==> src/rtl/ces_pkg.sv <==
// Package for the cyclic-executive scheduler.
// Holds the item and result payload types, opcodes, report kinds, task states
// and the sequencer state type. It has no dependencies.
package ces_pkg;

	typedef struct packed {
		logic [2:0] opcode;
		logic [3:0] task_index;
		logic [3:0] frame_number;
		logic [2:0] slot_number;
		logic       slot_used;
	} item_t;

	typedef struct packed {
		logic [2:0] kind;
		logic [3:0] task_number;
		logic [2:0] priority_rank;
		logic [3:0] frame_now;
		logic       last;
	} result_t;

	typedef struct packed {
		logic       used;
		logic [3:0] id;
	} ft_entry_t;

	typedef struct packed {
		logic       miss;
		logic [1:0] status;
	} st_entry_t;

	typedef enum logic [3:0] {
		S_CLEAR,
		S_IDLE,
		S_EV_WB,
		S_CLOSE,
		S_CLOSE_DRAIN,
		S_AP_RD,
		S_AP_WB,
		S_REL,
		S_REL_DRAIN
	} state_t;

	localparam logic [2:0] OP_LOAD  = 3'd0;
	localparam logic [2:0] OP_TICK  = 3'd1;
	localparam logic [2:0] OP_START = 3'd2;
	localparam logic [2:0] OP_DONE  = 3'd3;
	localparam logic [2:0] OP_AP    = 3'd4;

	localparam logic [2:0] KIND_RELEASED   = 3'd0;
	localparam logic [2:0] KIND_AP_ACCEPT  = 3'd1;
	localparam logic [2:0] KIND_AP_REJECT  = 3'd2;
	localparam logic [2:0] KIND_MISS_CANCEL = 3'd3;
	localparam logic [2:0] KIND_MISS_RUN   = 3'd4;
	localparam logic [2:0] KIND_RECOVERED  = 3'd5;
	localparam logic [2:0] KIND_FRAME_DONE = 3'd6;
	localparam logic [2:0] KIND_ACK        = 3'd7;

	localparam logic [1:0] ST_IDLE    = 2'd0;
	localparam logic [1:0] ST_PENDING = 2'd1;
	localparam logic [1:0] ST_RUNNING = 2'd2;

	localparam logic CFG_FRAMES = 1'b0;
	localparam logic CFG_TASKS  = 1'b1;

	localparam logic [3:0] AP_ID   = 4'd15;
	localparam logic [2:0] RANK_MAX = 3'd7;

endpackage

==> src/rtl/cyclic_executive_scheduler_top.sv <==
// Top level of the cyclic-executive scheduler.
// Holds the frame table and task state memories and the sequencer that walks them.
// Depends on ces_pkg.
//
// After reset the block sweeps both memories clear, one entry a cycle, with
// busy high. A start or done of a valid task reads the task state memory in
// S_IDLE and writes it back in S_EV_WB; a load slot, aperiodic request,
// unknown command, or start or done with an ignored task id is handled in
// S_IDLE alone. A frame tick walks the frame table one slot a cycle through
// a three-stage read pipeline for the closing frame and again for the new
// one, with an S_AP_WB step between the walks when an aperiodic request is
// pending. The first tick after reset has no closing walk.
// Each result is shown for one cycle with result_valid
// and must be taken then; the receiver cannot stall the block.
module cyclic_executive_scheduler_top
	import ces_pkg::*;
#(
	parameter int MAX_TASKS       = 15,
	parameter int MAX_FRAMES      = 16,
	parameter int SLOTS_PER_FRAME = 8
) (
	input  logic        clk,
	input  logic        arst_n,
	input  logic        start,
	input  item_t       item,
	output logic        busy,
	output logic        result_valid,
	output result_t     result,
	input  logic        cfg_we,
	input  logic        cfg_index,
	input  logic [4:0]  cfg_data
);

	localparam int FT_N  = MAX_FRAMES * SLOTS_PER_FRAME;
	localparam int ST_N  = MAX_TASKS + 1;
	localparam int CLR_N = (FT_N > ST_N) ? FT_N : ST_N;
	localparam int AW    = (FT_N > 1) ? $clog2(FT_N) : 1;
	localparam int TW    = $clog2(ST_N);
	localparam int CLRW  = $clog2(CLR_N);
	localparam int FW    = (MAX_FRAMES > 1) ? $clog2(MAX_FRAMES) : 1;
	localparam int SW    = (SLOTS_PER_FRAME > 1) ? $clog2(SLOTS_PER_FRAME) : 1;

	ft_entry_t ft_mem [FT_N];
	st_entry_t st_mem [ST_N];

	state_t          state_q, state_d;
	logic [CLRW-1:0] clr_q;
	logic [SW-1:0]   slot_q;
	logic [2:0]      rank_q;
	logic [FW-1:0]   cur_q;
	logic            started_q;
	logic            ap_pend_q;
	logic [4:0]      frames_q;
	logic [3:0]      tasks_q;

	logic            v_s1, mode_s1, v_s2, mode_s2;
	logic [3:0]      id_s2;
	logic            ev_done_q;
	logic [3:0]      ev_task_q;

	ft_entry_t       ft_rdata_q, ft_wdata;
	logic [AW-1:0]   ft_raddr, ft_waddr;
	logic            ft_we;

	st_entry_t       st_rdata_q, st_wdata, st_eff, fwd_data_q;
	logic [TW-1:0]   st_raddr, st_waddr, rd_idx_q, fwd_idx_q, ev_idx;
	logic            st_we, fwd_v_q;

	logic            emit_v, emit_last;
	logic [2:0]      emit_kind, emit_rank;
	logic [3:0]      emit_task;
	logic            adv, rank_inc, walk_issue, slot_last, pipe_empty;
	logic            in_periodic_ok, ev_slot_ok, wrap;
	logic [4:0]      lim;

	logic            result_valid_q;
	result_t         result_q;

	assign busy         = (state_q != S_IDLE);
	assign result_valid = result_valid_q;
	assign result       = result_q;

	assign walk_issue = (state_q == S_CLOSE) || (state_q == S_REL);
	assign slot_last  = (int'(slot_q) == SLOTS_PER_FRAME - 1);
	assign pipe_empty = !v_s1 && !v_s2;
	assign st_eff     = (fwd_v_q && fwd_idx_q == rd_idx_q) ? fwd_data_q : st_rdata_q;

	assign in_periodic_ok = (item.task_index != AP_ID) && (item.task_index < tasks_q)
		&& (int'(item.task_index) < MAX_TASKS);
	assign ev_slot_ok = (item.task_index == AP_ID) || in_periodic_ok;
	assign ev_idx     = (item.task_index == AP_ID) ? TW'(MAX_TASKS) : TW'(item.task_index);

	assign lim  = (frames_q == 5'd0) ? 5'd1 :
		((int'(frames_q) > MAX_FRAMES) ? 5'(MAX_FRAMES) : frames_q);
	assign wrap = (int'(cur_q) + 1 >= int'(lim));

	always_comb begin
		state_d = state_q;
		case (state_q)
			S_CLEAR: begin
				if (int'(clr_q) == CLR_N - 1) state_d = S_IDLE;
			end
			S_IDLE: begin
				if (start) begin
					case (item.opcode)
						OP_TICK:  state_d = started_q ? S_CLOSE : S_AP_RD;
						OP_START: state_d = ev_slot_ok ? S_EV_WB : S_IDLE;
						OP_DONE:  state_d = ev_slot_ok ? S_EV_WB : S_IDLE;
						default:  state_d = S_IDLE;
					endcase
				end
			end
			S_EV_WB:       state_d = S_IDLE;
			S_CLOSE:       state_d = slot_last ? S_CLOSE_DRAIN : S_CLOSE;
			S_CLOSE_DRAIN: state_d = pipe_empty ? S_AP_RD : S_CLOSE_DRAIN;
			S_AP_RD:       state_d = ap_pend_q ? S_AP_WB : S_REL;
			S_AP_WB:       state_d = S_REL;
			S_REL:         state_d = slot_last ? S_REL_DRAIN : S_REL;
			S_REL_DRAIN:   state_d = pipe_empty ? S_IDLE : S_REL_DRAIN;
			default:       state_d = S_IDLE;
		endcase
	end

	always_comb begin
		ft_we     = 1'b0;
		ft_waddr  = '0;
		ft_wdata  = '0;
		ft_raddr  = AW'(int'(cur_q) * SLOTS_PER_FRAME + int'(slot_q));
		st_we     = 1'b0;
		st_waddr  = rd_idx_q;
		st_wdata  = '0;
		st_raddr  = TW'(ft_rdata_q.id);
		emit_v    = 1'b0;
		emit_kind = KIND_ACK;
		emit_task = '0;
		emit_rank = '0;
		emit_last = 1'b0;
		adv       = 1'b0;
		rank_inc  = 1'b0;

		if (v_s2) begin
			emit_task = id_s2;
			if (!mode_s2) begin
				if (st_eff.status == ST_PENDING) begin
					st_we     = 1'b1;
					st_wdata  = '{miss: st_eff.miss, status: ST_IDLE};
					emit_v    = 1'b1;
					emit_kind = KIND_MISS_CANCEL;
				end else if (st_eff.status == ST_RUNNING && !st_eff.miss) begin
					st_we     = 1'b1;
					st_wdata  = '{miss: 1'b1, status: ST_RUNNING};
					emit_v    = 1'b1;
					emit_kind = KIND_MISS_RUN;
				end
			end else if (st_eff.status == ST_IDLE) begin
				st_we     = 1'b1;
				st_wdata  = '{miss: st_eff.miss, status: ST_PENDING};
				emit_v    = 1'b1;
				emit_kind = KIND_RELEASED;
				emit_rank = rank_q;
				rank_inc  = (rank_q != RANK_MAX);
			end
		end

		case (state_q)
			S_CLEAR: begin
				ft_we    = (int'(clr_q) < FT_N);
				ft_waddr = clr_q[AW-1:0];
				st_we    = (int'(clr_q) < ST_N);
				st_waddr = clr_q[TW-1:0];
			end
			S_IDLE: begin
				st_raddr = ev_idx;
				if (start) begin
					emit_task = item.task_index;
					emit_last = 1'b1;
					case (item.opcode)
						OP_LOAD: begin
							emit_v   = 1'b1;
							ft_waddr = AW'(int'(item.frame_number) * SLOTS_PER_FRAME
								+ int'(item.slot_number));
							ft_wdata = item.slot_used ?
								ft_entry_t'{used: 1'b1, id: item.task_index} : '0;
							ft_we    = (int'(item.frame_number) < MAX_FRAMES)
								&& (int'(item.slot_number) < SLOTS_PER_FRAME)
								&& (!item.slot_used || in_periodic_ok);
						end
						OP_TICK:  emit_v = 1'b0;
						OP_START: emit_v = !ev_slot_ok;
						OP_DONE:  emit_v = !ev_slot_ok;
						default:  emit_v = 1'b1;
					endcase
				end
			end
			S_EV_WB: begin
				emit_v    = 1'b1;
				emit_task = ev_task_q;
				emit_last = 1'b1;
				if (!ev_done_q) begin
					if (st_eff.status == ST_PENDING) begin
						st_we    = 1'b1;
						st_wdata = '{miss: st_eff.miss, status: ST_RUNNING};
					end
				end else if (st_eff.status == ST_RUNNING) begin
					st_we    = 1'b1;
					st_wdata = '{miss: 1'b0, status: ST_IDLE};
					if (st_eff.miss) emit_kind = KIND_RECOVERED;
				end
			end
			S_CLOSE_DRAIN: begin
				adv = pipe_empty;
			end
			S_AP_RD: begin
				st_raddr = TW'(MAX_TASKS);
			end
			S_AP_WB: begin
				emit_v    = 1'b1;
				emit_task = AP_ID;
				if (st_eff.status == ST_IDLE) begin
					st_we     = 1'b1;
					st_wdata  = '{miss: st_eff.miss, status: ST_PENDING};
					emit_kind = KIND_AP_ACCEPT;
				end else begin
					emit_kind = KIND_AP_REJECT;
				end
			end
			S_REL_DRAIN: begin
				if (pipe_empty) begin
					emit_v    = 1'b1;
					emit_kind = KIND_FRAME_DONE;
					emit_last = 1'b1;
				end
			end
			default: begin
				adv = 1'b0;
			end
		endcase
	end

	always_ff @(posedge clk or negedge arst_n) begin
		if (!arst_n) begin
			state_q        <= S_CLEAR;
			clr_q          <= '0;
			slot_q         <= '0;
			rank_q         <= '0;
			cur_q          <= '0;
			started_q      <= 1'b0;
			ap_pend_q      <= 1'b0;
			frames_q       <= 5'd1;
			tasks_q        <= 4'd15;
			v_s1           <= 1'b0;
			v_s2           <= 1'b0;
			fwd_v_q        <= 1'b0;
			result_valid_q <= 1'b0;
		end else begin
			state_q        <= state_d;
			result_valid_q <= emit_v;
			v_s1           <= walk_issue;
			v_s2           <= v_s1 && ft_rdata_q.used;
			fwd_v_q        <= st_we;
			if (state_q == S_CLEAR) clr_q <= clr_q + 1'b1;
			if (walk_issue && !slot_last) slot_q <= slot_q + 1'b1;
			else slot_q <= '0;
			if (state_q == S_IDLE && start) begin
				if (item.opcode == OP_TICK) begin
					started_q <= 1'b1;
					rank_q    <= '0;
				end
				if (item.opcode == OP_AP) ap_pend_q <= 1'b1;
			end
			if (rank_inc) rank_q <= rank_q + 1'b1;
			if (state_q == S_AP_WB) ap_pend_q <= 1'b0;
			if (adv) cur_q <= wrap ? '0 : cur_q + 1'b1;
			if (cfg_we) begin
				if (cfg_index == CFG_FRAMES) frames_q <= cfg_data;
				else tasks_q <= cfg_data[3:0];
			end
		end
	end

	always_ff @(posedge clk) begin
		mode_s1    <= (state_q == S_REL);
		mode_s2    <= mode_s1;
		id_s2      <= ft_rdata_q.id;
		rd_idx_q   <= st_raddr;
		fwd_idx_q  <= st_waddr;
		fwd_data_q <= st_wdata;
		if (state_q == S_IDLE) begin
			ev_done_q <= (item.opcode == OP_DONE);
			ev_task_q <= item.task_index;
		end
		result_q.kind          <= emit_kind;
		result_q.task_number   <= emit_task;
		result_q.priority_rank <= emit_rank;
		result_q.frame_now     <= 4'(cur_q);
		result_q.last          <= emit_last;
	end

	always_ff @(posedge clk) begin
		if (ft_we) ft_mem[ft_waddr] <= ft_wdata;
		ft_rdata_q <= ft_mem[ft_raddr];
	end

	always_ff @(posedge clk) begin
		if (st_we) st_mem[st_waddr] <= st_wdata;
		st_rdata_q <= st_mem[st_raddr];
	end

endmodule
==> config.mk <==
export PLATFORM = sky130hd
export DESIGN_NAME = cyclic_executive_scheduler_top
export DESIGN_NICKNAME = d
export VERILOG_FILES = /design/src/rtl/ces_pkg.sv /design/src/rtl/cyclic_executive_scheduler_top.sv
export SDC_FILE = /design/constraint.sdc
export NUM_CORES = 1
export LEC_CHECK = 0
export BUFFER_PORTS_ARGS = -buffer_cell sky130_fd_sc_hd__buf_2
export CAP_MARGIN = 25
export CORE_MARGIN = 2
export CORE_UTILIZATION = 45
export CTS_CLUSTER_SIZE = 8
export DETAILED_ROUTE_END_ITERATION = 12
export RECOVER_POWER = 100
export REMOVE_ABC_BUFFERS = 1
export SYNTH_ARGS = -nofsm -noshare
export SYNTH_HDL_FRONTEND = slang
export SYNTH_SLANG_ARGS = --single-unit
==> constraint.sdc <==
create_clock -name clk -period 5.22 [get_ports clk]
set_input_delay 0.522 -clock clk [delete_from_list [all_inputs] [get_ports clk]]
set_output_delay 0.522 -clock clk [all_outputs]
set_load 0.01 [all_outputs]
==> results.txt <==
The final standard cell count with taps included and fillers excluded came out at 2,685. The number of antenna violations at the first check in global routing is 3. The detailed-placement wirelength estimate is 45.3 mm.

In this run the post-CTS setup repair buffer count came out at 0. The final layout net count came out at 1,792. The clock period minus final worst setup slack is 4.57 ns. Setup repair after global routing left no endpoint under its margin. The share of total power in combinational logic is 0.224.

TritonCTS built the clock tree. The tree is rooted in a sky130_fd_sc_hd__clkbuf_16. The number of vias after detailed routing is 16,300. Clock latency on the worst-skew pair, taken at its later pin, is 0.65 ns. In this run the static leakage power is 0.0109 uW.

Of the total power, the share spent switching nets is 0.280. The number of input and output port buffers inserted came out at 41. The area added between synthesis and finish is 13.3%. Wires add up to 74.5 mm. The power dissipated by switching net loads came out at 4850 uW. The clock skew after layout is 0.0339 ns. The register clock-pin slew on the reported worst setup and hold paths came out at 0.06 ns.

The number of hold-slack violations in the final timing report is 0. The horizontal extent of the die is 267 um. The number of H-tree branching levels is 3. The y dimension of the die is 267 um. The area taken by multi-input logic gates is 7970 sq um. The checks that failed: max-capacitance violations, max-slew violations. The average wire per standard cell is 27.8 um. For this design the ratio of total power to cell area is 492 nW/um^2. Of the total power, registers draw 0.417. After detailed routing, the number of vias per cell comes to 6.06. The dominant cell type by area after synthesis is sky130_fd_sc_hd__edfxtp_1. The number of global-route vias before repair is 16,800. The area of the die came out at 71,200 sq um. The final sum of negative setup slack came out at 0 ns.

The achievable frequency came out at 0.219 GHz. In this run the mean area of a mapped cell was 18.8 sq um. The share of the yosys chip area belonging to registers is 0.724.

The fraction of layout instances using a drive strength above 1 came out at 0.218. No sink is reached through more buffers than the 3 on the longest clock path. The count of cell types in the netlist is 70.

The total global routing overflow is 0. The post-synthesis register bit count is 769. The initial utilization of the core area, before any placement, comes to 0.454.

The data required time at the worst endpoint is 5.47 ns. The worst setup slack after placement came out at 1.02 ns. The internal power is 12,500 uW.

The total count of max-transition violations in the final report is 352. The largest vdd supply drop came out at 0.000250 V. The area of the core came out at 68,500 sq um. Counting tap cells, the placed design contains a total of 2,524 instances. The pre-antenna-repair detailed-routing pass consisted of 5 iterations. Among all flip-flop cells after synthesis, the most frequent one is sky130_fd_sc_hd__edfxtp_1. In this run, CTS created clock tree buffers numbering 106. The DRC violations left came out at 0. The top-area cell type share of the netlist area is 0.669.

For this run, the number of Yosys warnings is 0. STA classifies the critical path startpoint as a flop. The first-pass GRT wire length came out at 112 mm. The total power is 17,300 uW.

The worst-margin pin slew came out at 3.27 ns. The flow ran to the end, but the final reports show violations. The sequential cells in the finished layout cover a total of 22,500 sq um. The maximum number of pins on one net before global-route repair came out at 83.

The global routing usage summed across all routing layers came out at 0.215. The type of the worst setup path is reg2reg. After synthesis, the cell types taking the most area are sky130_fd_sc_hd__edfxtp_1, sky130_fd_sc_hd__mux4_2, sky130_fd_sc_hd__dfxtp_1. The reg-to-reg setup timing slack is 0.65 ns. Of all nets on the critical path, the largest fanout is 65.

Setup violations remaining at the end of the flow were counted as 0. The path category of the worst min-delay check is in2reg. The number of core rows came out at 96.

The worst setup path is captured at a flop. Of the available clock period, the critical path in the final layout requires 0.876. The synthesized netlist occupies a cell area of 31,100 sq um.

In the post-route analysis, the smallest setup slack over all paths is 0.646 ns. The total I/O pin count is 42. The proportion of power drawn by the clock network came out at 0.359. For the worst setup path, the data arrival time is 4.82 ns. The number of filler cells placed in the layout came out at 5,431. The relative slew slack came out at -1.18. The fraction of registers with async set/reset came out at 0.0468. The global placer's final weighted congestion is 0.842. The cell count after synthesis came out at 1,651. The number of DRC markers in iteration 0 is 1,873. Max-cap violations in this run came to 7. Counting flops with a built-in enable in the synthesized netlist gives 693. Once detail routing completed, the nets flagged for antenna violations numbered 0. The total clock sinks came out at 769.
==> cells by family (layout without fill, tap and decap cells) <==
| group | Yosys count | count (layout) | synth area share |
|---|---|---|---|
| AOI/OAI and AO/OA | 103 | 103 | 0.0226 |
| xor gates and xnor gates | 10 | 10 | 0.00282 |
| adders and majority gates | 14 | 14 | 0.00563 |
| buffers and inverters | 115 | 266 | 0.0166 |
| DFF | 769 | 769 | 0.724 |
| muxes | 266 | 266 | 0.166 |
| other | 0 | 1 | 0 |
| and+or+nand+nor | 374 | 374 | 0.0620 |
==> Yosys cell counts (23+ instances only) <==
master and n:
sky130_fd_sc_hd__buf_2 31, sky130_fd_sc_hd__clkbuf_1 50, sky130_fd_sc_hd__dfrtp_1 31, sky130_fd_sc_hd__dfxtp_1 40, sky130_fd_sc_hd__edfxtp_1 693, sky130_fd_sc_hd__inv_1 23
sky130_fd_sc_hd__mux2i_1 58, sky130_fd_sc_hd__mux4_2 200, sky130_fd_sc_hd__nand2_1 93, sky130_fd_sc_hd__nor2_1 53, sky130_fd_sc_hd__nor3_1 121, sky130_fd_sc_hd__o21ai_0 26
sky130_fd_sc_hd__o22ai_1 24
==> what timing repair did <==
action,4_1_cts,5_1_grt
hold endpoints to repair,4,0
hold buffers,1,0
gates resized for setup,0,0
setup endpoints to repair,0,0
==> routing by layer <==
| metal | up-vias | routed length, um | track usage |
|---|---|---|---|
| met1 | 8500 | 31600 | 0.303 |
| met2 | 754 | 35300 | 0.339 |
| li1 | 6899 | - | - |
| met5 | - | 15 | 0 |
| met4 | 2 | 1720 | 0.0708 |
| met3 | 113 | 5830 | 0.0406 |
==> path summary, 6_finish.rpt <==
check / to / cells past startpoint / from
max: ft_mem[47][2]$_DFFE_PP_ / 5 / state_q[1]$_DFFE_PN0P_
max reg2reg: ft_mem[47][2]$_DFFE_PP_ / 5 / state_q[1]$_DFFE_PN0P_
min: frames_q[4]$_DFFE_PN0P_ / 3 / cfg_data[4]
min reg2reg: mode_s2$_DFF_P_ / 0 / mode_s1$_DFF_P_
min in group asynchronous: state_q[0]$_DFFE_PN0P_ / 2 / arst_n
max in group asynchronous: slot_q[1]$_DFF_PN0_ / 2 / arst_n
==> area by class of cell <==
class                           count  share of cell area
Clock inverter                      4             0.00185
Tap cell                          882              0.0313
Antenna cell                        1           0.0000710
Inverter                           25             0.00266
Timing Repair Buffer               84              0.0158
Clock buffer                      153              0.0827
Sequential cell                   769               0.639
Multi-Input combinational cell    767               0.226
==> power groups by stage <==
stage | sequential, uW | combinational [uW] | clock (uW)
6_report | 7230 | 3880 | 6230
3_3_place_gp | 7400 | 3800 | 0
2_1_floorplan | 7540 | 2400 | 0
5_1_grt | 7260 | 4140 | 6590
3_5_place_dp | 7410 | 3830 | 0
4_1_cts | 7290 | 3840 | 6320
==> placed cells by master, fill, tap and decap left out, drive strengths merged, types with 31 or more instances in the layout <==
master / netlist / layout
buf: 40 / 42
clkbuf: 50 / 194
dfrtp: 31 / 31
dfxtp: 40 / 40
edfxtp: 693 / 693
mux2i: 58 / 58
mux4: 200 / 200
nand2: 96 / 96
nor2: 66 / 66
nor3: 122 / 122
o21ai: 32 / 32
==> sequential cells by signal, summed over array words and instances, names as in the netlist, 5 cells and up <==
register / flops
ft_rdata_q: 5
frames_q: 5
clr_q: 7
st_mem: 48
result: 15
ft_mem: 640
==> metrics by stage <==
step / instance area (sq um) / utilization / hold WS [ns]
4_1_cts: 35400 / 0.517 / 0.0853
5_1_grt: 35200 / 0.515 / 0.122
3_5_place_dp: 32400 / 0.474 / 0.322
6_report: 35200 / 0.515 / 0.111
2_1_floorplan: 30700 / - / 0.226
3_3_place_gp: 32400 / 0.473 / 0.312
==> critical path, stage by stage, from the launching register on <==
cell and delay, ns:
sky130_fd_sc_hd__dfrtp_1 0.55, sky130_fd_sc_hd__nand3b_2 0.32, sky130_fd_sc_hd__inv_1 0.25, sky130_fd_sc_hd__and3_1 0.71, sky130_fd_sc_hd__and3_2 1.32, sky130_fd_sc_hd__clkbuf_1 0.98
Note: power is estimated with default switching activity, not from simulation.
